[src/hdl/sms_pkg.sv]
// sms_pkg: shared types and constants for the saber mode sequencer
// holds mode, sound and blade codes, register indexes and the state structs
// no dependencies
package sms_pkg;

   // fixed timing constants
   localparam logic [31:0] CLASH_REPEAT_MS    = 32'd200;
   localparam logic [31:0] SWING_CLASH_GAP_MS = 32'd100;

   // stream payload widths
   localparam int REQ_DATA_W = 72;
   localparam int RSP_DATA_W = 16;
   localparam int CSR_IDX_W  = 3;
   localparam int CSR_DATA_W = 20;

   typedef enum logic [3:0] {
      MODE_BOOT      = 4'd0,
      MODE_OFF       = 4'd1,
      MODE_UP        = 4'd2,
      MODE_IDLE      = 4'd3,
      MODE_SWING     = 4'd4,
      MODE_POSTSWING = 4'd5,
      MODE_CLASH     = 4'd6,
      MODE_POSTCLASH = 4'd7,
      MODE_DOWN      = 4'd8
   } mode_type;

   typedef enum logic [2:0] {
      SND_NONE     = 3'd0,
      SND_BOOT     = 3'd1,
      SND_POWER_UP = 3'd2,
      SND_HUM      = 3'd3,
      SND_SWING    = 3'd4,
      SND_CLASH    = 3'd5,
      SND_POWER_DN = 3'd6
   } sound_type;

   typedef enum logic [2:0] {
      BLD_NONE    = 3'd0,
      BLD_NORMAL  = 3'd1,
      BLD_FLASH   = 3'd2,
      BLD_RAMP_UP = 3'd3,
      BLD_RAMP_DN = 3'd4,
      BLD_FLICKER = 3'd5
   } blade_type;

   typedef enum logic [CSR_IDX_W-1:0] {
      REG_DEBOUNCE   = 3'd0,
      REG_PD_HOLD    = 3'd1,
      REG_MIN_SWING  = 3'd2,
      REG_MAX_SWING  = 3'd3,
      REG_CLASH_PULS = 3'd4,
      REG_POST_CLASH = 3'd5,
      REG_HUM        = 3'd6,
      REG_SWING_THR  = 3'd7
   } reg_idx_type;

   // configuration register file contents
   typedef struct packed {
      logic [15:0] debounce_ms;
      logic [15:0] power_down_hold_ms;
      logic [15:0] min_swing_ms;
      logic [15:0] max_swing_ms;
      logic [15:0] clash_pulse_ms;
      logic [15:0] post_clash_ms;
      logic [19:0] hum_relaunch_ms;
      logic [2:0]  swing_threshold;
   } cfg_type;

   // one input item
   typedef struct packed {
      logic        blade_done;
      logic [2:0]  swing_magnitude;
      logic        swing_seen;
      logic        clash_seen;
      logic [15:0] act_held_ms;
      logic        act_held;
      logic [15:0] act_pulse_width_ms;
      logic        act_pulse_edge;
      logic [31:0] now_ms;
   } req_type;

   // one result item
   typedef struct packed {
      blade_type blade_cmd;
      sound_type sound_cmd;
      mode_type  mode;
   } rsp_type;

   // sequencer state
   typedef struct packed {
      mode_type    mode;
      logic [31:0] entry_time;
      logic        fresh;
      logic [31:0] last_clash_time;
      logic        await_release;
   } state_type;

endpackage

[src/hdl/saber_mode_sequencer.sv]
// saber_mode_sequencer: top level of the saber mode sequencer
// depends on sms_pkg, sms_csr and sms_step
//
//   channel  dir  handshake              payload
//   req_     in   req_tvalid/req_tready  req_tdata  72 bits, one loop pass
//   rsp_     out  rsp_tvalid/rsp_tready  rsp_tdata  16 bits, mode and commands
//   csr_     in   csr_valid/csr_ready    csr_index 3 bits, csr_data 20 bits
//
// one item per cycle unless the result side stalls; each item is held in
// the input register, then evaluated against the state and written to the
// result register.
// reset is synchronous: state goes to boot with a fresh pass, registers to
// their defaults. a stalled result holds while one more item is taken into
// the input register; csr writes are always taken.
module saber_mode_sequencer
   import sms_pkg::*;
(
   input  logic                  clock,
   input  logic                  reset,
   // now_ms[31:0], act_pulse_edge[32], act_pulse_width_ms[48:33],
   // act_held[49], act_held_ms[65:50], clash_seen[66], swing_seen[67],
   // swing_magnitude[70:68], blade_done[71]
   input  logic [REQ_DATA_W-1:0] req_tdata,
   input  logic                  req_tvalid,
   output logic                  req_tready,
   // mode[3:0], sound_cmd[6:4], blade_cmd[9:7], zeros[15:10]
   output logic [RSP_DATA_W-1:0] rsp_tdata,
   output logic                  rsp_tvalid,
   input  logic                  rsp_tready,
   input  logic                  csr_valid,
   output logic                  csr_ready,
   input  logic [CSR_IDX_W-1:0]  csr_index,
   input  logic [CSR_DATA_W-1:0] csr_data
);

   cfg_type   cfg;
   req_type   req_ff;
   logic      in_valid_ff;
   rsp_type   rsp_ff;
   rsp_type   rsp_in;
   logic      out_valid_ff;
   state_type state_ff;
   state_type state_in;
   logic      fire;

   sms_csr u_csr (
      .clock     (clock),
      .reset     (reset),
      .csr_valid (csr_valid),
      .csr_ready (csr_ready),
      .csr_index (csr_index),
      .csr_data  (csr_data),
      .cfg       (cfg)
   );

   sms_step u_step (
      .st    (state_ff),
      .cfg   (cfg),
      .req   (req_ff),
      .st_in (state_in),
      .rsp   (rsp_in)
   );

   // evaluate when an item waits and the result register can take it
   assign fire       = in_valid_ff && (!out_valid_ff || rsp_tready);
   assign req_tready = !in_valid_ff || fire;
   assign rsp_tvalid = out_valid_ff;
   assign rsp_tdata  = {{(RSP_DATA_W - $bits(rsp_type)){1'b0}}, rsp_ff};

   // input register
   always_ff @(posedge clock) begin
      if (reset) begin
         in_valid_ff <= 1'b0;
      end else if (req_tready) begin
         in_valid_ff <= req_tvalid;
      end
   end

   always_ff @(posedge clock) begin
      if (req_tready && req_tvalid) begin
         req_ff <= req_type'(req_tdata);
      end
   end

   // result register
   always_ff @(posedge clock) begin
      if (reset) begin
         out_valid_ff <= 1'b0;
      end else if (fire) begin
         out_valid_ff <= 1'b1;
      end else if (rsp_tready) begin
         out_valid_ff <= 1'b0;
      end
   end

   always_ff @(posedge clock) begin
      if (fire) begin
         rsp_ff <= rsp_in;
      end
   end

   // sequencer state
   always_ff @(posedge clock) begin
      if (reset) begin
         state_ff.mode            <= MODE_BOOT;
         state_ff.entry_time      <= 32'd0;
         state_ff.fresh           <= 1'b1;
         state_ff.last_clash_time <= 32'd0;
         state_ff.await_release   <= 1'b0;
      end else if (fire) begin
         state_ff <= state_in;
      end
   end

`ifndef SYNTHESIS
   // boot lasts exactly one pass
   a_boot_to_off: assert property (@(posedge clock) disable iff (reset)
      (fire && state_ff.mode == MODE_BOOT) |=> (state_ff.mode == MODE_OFF))
      else $error("boot pass did not move to off");

   // every mode change starts a fresh pass with no pending release
   a_change_fresh: assert property (@(posedge clock) disable iff (reset)
      (state_ff.mode != $past(state_ff.mode)) |-> (state_ff.fresh && !state_ff.await_release))
      else $error("mode change without fresh flag");

   // an evaluated item always lands in the result register
   a_fire_out: assert property (@(posedge clock) disable iff (reset)
      fire |=> out_valid_ff)
      else $error("evaluated item lost");
`endif

endmodule

[src/hdl/sms_csr.sv]
// sms_csr: configuration register file for the saber mode sequencer
// depends on sms_pkg for register indexes and the cfg_type struct
module sms_csr
   import sms_pkg::*;
(
   input  logic                  clock,
   input  logic                  reset,
   input  logic                  csr_valid,
   output logic                  csr_ready,
   input  logic [CSR_IDX_W-1:0]  csr_index,
   input  logic [CSR_DATA_W-1:0] csr_data,
   output cfg_type               cfg
);

   cfg_type cfg_ff;

   assign csr_ready = 1'b1;
   assign cfg       = cfg_ff;

   // register writes, one per transfer
   always_ff @(posedge clock) begin
      if (reset) begin
         cfg_ff.debounce_ms        <= 16'd50;
         cfg_ff.power_down_hold_ms <= 16'd1500;
         cfg_ff.min_swing_ms       <= 16'd200;
         cfg_ff.max_swing_ms       <= 16'd1000;
         cfg_ff.clash_pulse_ms     <= 16'd100;
         cfg_ff.post_clash_ms      <= 16'd1000;
         cfg_ff.hum_relaunch_ms    <= 20'd30000;
         cfg_ff.swing_threshold    <= 3'd1;
      end else if (csr_valid) begin
         unique case (reg_idx_type'(csr_index))
            REG_DEBOUNCE:   cfg_ff.debounce_ms        <= csr_data[15:0];
            REG_PD_HOLD:    cfg_ff.power_down_hold_ms <= csr_data[15:0];
            REG_MIN_SWING:  cfg_ff.min_swing_ms       <= csr_data[15:0];
            REG_MAX_SWING:  cfg_ff.max_swing_ms       <= csr_data[15:0];
            REG_CLASH_PULS: cfg_ff.clash_pulse_ms     <= csr_data[15:0];
            REG_POST_CLASH: cfg_ff.post_clash_ms      <= csr_data[15:0];
            REG_HUM:        cfg_ff.hum_relaunch_ms    <= csr_data[19:0];
            REG_SWING_THR:  cfg_ff.swing_threshold    <= csr_data[2:0];
            default: ;
         endcase
      end
   end

endmodule

[src/hdl/sms_step.sv]
// sms_step: combinational next-state and command logic for one loop pass
// depends on sms_pkg for mode, sound and blade codes and the state structs
module sms_step
   import sms_pkg::*;
(
   input  state_type st,
   input  cfg_type   cfg,
   input  req_type   req,
   output state_type st_in,
   output rsp_type   rsp
);

   logic [31:0] elapsed;
   logic [31:0] since_clash;
   logic        hold_off;
   logic        go;
   mode_type    target;
   logic        await_now;

   assign elapsed     = req.now_ms - st.entry_time;
   assign since_clash = req.now_ms - st.last_clash_time;
   assign hold_off    = req.act_held && (req.act_held_ms >= cfg.power_down_hold_ms);

   // per-mode decisions
   always_comb begin
      st_in         = st;
      st_in.fresh   = 1'b0;
      rsp.mode      = st.mode;
      rsp.sound_cmd = SND_NONE;
      rsp.blade_cmd = BLD_NONE;
      go            = 1'b0;
      target        = st.mode;
      await_now     = st.await_release;
      unique case (st.mode)
         MODE_BOOT: begin
            rsp.sound_cmd = SND_BOOT;
            go            = 1'b1;
            target        = MODE_OFF;
         end
         MODE_OFF: begin
            if (req.act_pulse_edge && (req.act_pulse_width_ms > cfg.debounce_ms)) begin
               go     = 1'b1;
               target = MODE_UP;
            end
         end
         MODE_UP: begin
            rsp.blade_cmd = BLD_RAMP_UP;
            if (st.fresh) begin
               rsp.sound_cmd = SND_POWER_UP;
            end else if (req.blade_done) begin
               go     = 1'b1;
               target = MODE_IDLE;
            end
         end
         MODE_IDLE: begin
            priority if (hold_off) begin
               go     = 1'b1;
               target = MODE_DOWN;
            end else if (req.clash_seen) begin
               go     = 1'b1;
               target = MODE_CLASH;
            end else if (req.swing_seen && (req.swing_magnitude > cfg.swing_threshold)) begin
               go     = 1'b1;
               target = MODE_SWING;
            end else if (elapsed >= {12'd0, cfg.hum_relaunch_ms}) begin
               rsp.sound_cmd    = SND_HUM;
               st_in.entry_time = req.now_ms;
            end else begin
               rsp.blade_cmd = BLD_FLICKER;
            end
            // first pass in idle shows the normal color instead
            if (st.fresh) begin
               rsp.blade_cmd = BLD_NORMAL;
            end
         end
         MODE_SWING: begin
            rsp.sound_cmd = SND_SWING;
            go            = 1'b1;
            target        = MODE_POSTSWING;
         end
         MODE_POSTSWING: begin
            // await_release marks a pending clash here
            priority if (st.await_release) begin
               if (elapsed > SWING_CLASH_GAP_MS) begin
                  go     = 1'b1;
                  target = MODE_CLASH;
               end
            end else if (hold_off) begin
               go     = 1'b1;
               target = MODE_DOWN;
            end else if (req.clash_seen) begin
               if (elapsed > SWING_CLASH_GAP_MS) begin
                  go     = 1'b1;
                  target = MODE_CLASH;
               end else begin
                  st_in.await_release = 1'b1;
               end
            end else if (!req.swing_seen && (elapsed >= {16'd0, cfg.min_swing_ms})) begin
               go     = 1'b1;
               target = MODE_IDLE;
            end else if (elapsed > {16'd0, cfg.max_swing_ms}) begin
               go     = 1'b1;
               target = MODE_IDLE;
            end else begin
               // stay in post swing
            end
         end
         MODE_CLASH: begin
            if (st.fresh) begin
               st_in.last_clash_time = req.now_ms;
               rsp.sound_cmd         = SND_CLASH;
               rsp.blade_cmd         = BLD_FLASH;
            end
            // end of the flash pulse
            if (elapsed > {16'd0, cfg.clash_pulse_ms}) begin
               rsp.blade_cmd = BLD_NORMAL;
               go            = 1'b1;
               target        = MODE_POSTCLASH;
            end
         end
         MODE_POSTCLASH: begin
            priority if (req.clash_seen && (since_clash > CLASH_REPEAT_MS)) begin
               go     = 1'b1;
               target = MODE_CLASH;
            end else if (elapsed >= {16'd0, cfg.post_clash_ms}) begin
               go     = 1'b1;
               target = MODE_IDLE;
            end else begin
               // stay in post clash
            end
         end
         MODE_DOWN: begin
            if (st.fresh) begin
               rsp.sound_cmd = SND_POWER_DN;
            end
            // ramp down until done, then wait for button release
            if (!st.await_release) begin
               rsp.blade_cmd = BLD_RAMP_DN;
               if (!st.fresh && req.blade_done) begin
                  await_now = 1'b1;
               end
            end
            st_in.await_release = await_now;
            if (await_now && !req.act_held && !req.act_pulse_edge) begin
               go     = 1'b1;
               target = MODE_OFF;
            end
         end
         default: ;
      endcase
      // mode change
      if (go) begin
         st_in.mode          = target;
         st_in.entry_time    = req.now_ms;
         st_in.fresh         = 1'b1;
         st_in.await_release = 1'b0;
      end
   end

endmodule

[config.mk]
export PLATFORM = sky130hd
export DESIGN_NAME = saber_mode_sequencer
export DESIGN_NICKNAME = d
export VERILOG_FILES = /design/src/hdl/sms_pkg.sv /design/src/hdl/saber_mode_sequencer.sv /design/src/hdl/sms_csr.sv /design/src/hdl/sms_step.sv
export SDC_FILE = /design/constraint.sdc
export NUM_CORES = 1
export LEC_CHECK = 0
export ABC_AREA = 1
export BUFFER_PORTS_ARGS = -buffer_cell sky130_fd_sc_hd__clkbuf_2
export CORE_MARGIN = 4
export CORE_UTILIZATION = 41
export DETAILED_ROUTE_END_ITERATION = 10
export HOLD_SLACK_MARGIN = 0.02
export PLACE_DENSITY = 0.57
export SYNTH_ARGS = -nofsm -noshare
export SYNTH_HDL_FRONTEND = slang
export SYNTH_SLANG_ARGS = --single-unit
[constraint.sdc]
create_clock -name clock -period 6.8 [get_ports clock]
set_input_delay 0.34 -clock clock [delete_from_list [all_inputs] [get_ports clock]]
set_output_delay 0.34 -clock clock [all_outputs]
set_load 0.01 [all_outputs]
==> impl_metrics.ini <==
[outcome]
status = finished, final reports clean

[synth]
synth_fa_ha_area_share_pct = 12.3
synth_top_family_by_area = simple AND/OR/NAND/NOR gates
netlist_top_cells_count = 703 x nand2_1, 525 x inv_1, 223 x a21oi_1, 219 x nor2_1, 191 x dfxtp_1
synth-compound-area-share_pct = 13.0
synth-xor-area-share_pct = 0.964
synth_area_leader_cell = dfxtp_1
synth_most_common_cell = nand2_1
synth_ff_type = dfxtp_1
avgSynthCellArea_sq_um = 6.83
synthTopCellsByArea = dfxtp_1 21%, nand2_1 15%, edfxtp_1 14%
netlist_instances = 2660
ys_ff_latch = 273
ys_types = 47
ys_warn_count = 0
yosysTopAreaCellShare_pct = 21.0
synthMuxAreaShare_pct = 0
syn-cell-area_sq_um = 18200
synth_edf_count = 82
synth_seq_area_share_pct = 34.6
yosys.area_share.simple_pct = 26.4
async_flop_share_pct = 0

[place]
gp_congestion = 0.935
dp_cells = 3304
dpl.hpwl_um = 40700
port_buffers = 111
placed_cell_area_sq_um = 19200

[power]
power.switching_uw = 1590
p_int_uw = 3280
ir_drop_uv = 191
sw_frac_of_total_pct = 32.7
total_power_uw = 4880
p_comb_share_pct = 25.2
power_frac_seq_pct = 36.9
p_leak_uw = 0.0105
p_per_area_nw_per_um2 = 232
power_frac_clock_pct = 37.9

[worst_setup_path]
critPathLaunchType = register
cpMostUsedCell = nand2_1
worstSetupEndpointType = register
critPathArrivalTime_ps = 5280
crit_path_max_incr_delay_ps = 870
crit_type = reg2reg
cp_num_buf_inv = 3
crit_family = simple AND/OR/NAND/NOR gates
required_ps = 7220
cp_max_fo = 64
slowest_stage = nand2_2

[clock_tree]
tritoncts = done
clk_path_buf_depth = 3
clock_latency_ps = 550
clockRootBuffer = clkbuf_16
path_clk_slew_ps = 60
cts.sinks = 273
cts_buffers = 35
cts-htree-levels = 2
post_cts_buffers = 0

[die]
die_w_um = 219
rows = 76
initial_core_util_pct = 41.8
die_area_sq_um = 47800
pin_count = 119
fp.dieH_um = 219
core_area_sq_um = 43500

[layout]
area_delta_synth_final_pct = 15.8
drive_above_1_share_pct = 7.33
n_antenna_cell = 0
nNetsFinal = 3104
fin_cells = 3438
finalInstanceArea_sq_um = 21000

[timing]
hold_ws_ps = 58.4
fin_tns_setup_ps = 0
tightest_slew_ps = 1210
period_minus_slack_ps = 4860
max_freq_mhz = 206
setup_viol = 0
rsz0062_at_grt = no
slew_headroom_pct = 19.3
clock_skew_ps = 23.6
hold_violations = 0
timing.final.crit_share_pct = 71.4
drv_slew = 0

[detailed_routing]
final_antenna_net_count = 0
via_count = 16903
drtPass1Iterations = 5
drc = 0
drt_iter0_drc = 901
wl_um = 53300
wl_per_cell_um = 15.5
vias_per_cell = 4.92

[grt]
grt_pass1_wl_um = 84200
antenna_found_initial = 0
grt_pass1_vias = 16300
gr-usage-all-layers_pct = 22.2
overflow = 0
grt_max_degree = 72

[job]
maxCapViolCount = 0

[hold_path]
hold_path_class = in2reg
-- what timing repair did --
item	4_1_cts	5_1_grt
resized for setup	0	0
hold endpoints to repair	71	0
hold buffers	71	0
-- flip-flops by register name, summed over array words and instances, names as in the netlist --
name         count
u_csr.cfg      119
req_ff          72
state_ff        70
rsp_tdata       10
in_valid_ff      1
rsp_tvalid       1
-- cell usage in the layout, fill, tap and decap left out, types with 8 or more instances in the layout --
cell type,netlist,routed
nand4_1,33,33
ha_1,175,175
nor2_1,219,219
o21ai_0,141,141
dfxtp_1,191,191
clkbuf_16,0,35
nand3b_1,11,11
dlygate4sd3_1,0,71
nand3_1,132,132
edfxtp_1,82,82
xnor2_1,8,8
nor3_1,21,21
and2_1,8,8
nand2_2,14,14
a21oi_1,223,223
o21bai_1,9,9
nand2_1,703,703
xor2_1,12,12
inv_1,525,523
o211ai_1,43,43
clkbuf_2,1,111
-- path summary, 6_finish.rpt --
check	start	to	slack [ps]	depth (start not counted)
hold / removal	reset	rsp_tvalid$_SDFFE_PP0P_	60	2
setup reg to reg	req_ff[0]$_DFFE_PP_	state_ff[43]$_SDFFE_PP0P_	1940	25
hold reg to reg	u_csr.cfg[46]$_SDFFE_PP0P_	u_csr.cfg[46]$_SDFFE_PP0P_	460	2
setup / recovery	req_ff[0]$_DFFE_PP_	state_ff[43]$_SDFFE_PP0P_	1940	25
-- per-layer routing --
layer | vias to the layer above | track usage (%) | part of all wire [%]
li1 | 8793 | - | -
met1 | 7710 | 27.1 | 44
met2 | 307 | 39.9 | 49
met3 | 93 | 2.70 | 3.5
met4 | 0 | 8.19 | 3.3
met5 | - | 0 | 0
-- cell families (layout without fill, tap and decap cells) --
family / count (synthesis) / count (layout)
simple gates: 1160 / 1160
buf+inv: 592 / 780
compound gates: 436 / 436
flops: 273 / 273
fa+ha+maj: 177 / 177
xor+xnor: 20 / 20
other cells: 2 / 7
-- stage by stage --
step / utilization [%] / setup WS, ps
floorplan: - / 3300
finish: 48.4 / 1940
global placement: 44.2 / 2040
global route: 48.4 / 1510
detailed placement: 44.2 / 2000
CTS: 48.4 / 1950
-- power groups by stage --
stage / Clock, uW / Sequential [uW] / Combinational, uW
floorplan: 0 / 1820 / 871
CTS: 1900 / 1800 / 1230
global placement: 0 / 1830 / 1170
detailed placement: 0 / 1830 / 1190
finish: 1850 / 1800 / 1230
global route: 1960 / 1800 / 1420
-- cell type report --
class                           instances  area, sq um
Tap cell                              585          732
Sequential cell                       273         6290
Fill cell                            4444        22400
Inverter                              530         1990
Multi-Input combinational cell       1800         9600
Clock buffer                           45          963
Timing Repair Buffer                  187         1300
Clock inverter                         18          166
Note: power is estimated with default switching activity, not from simulation.
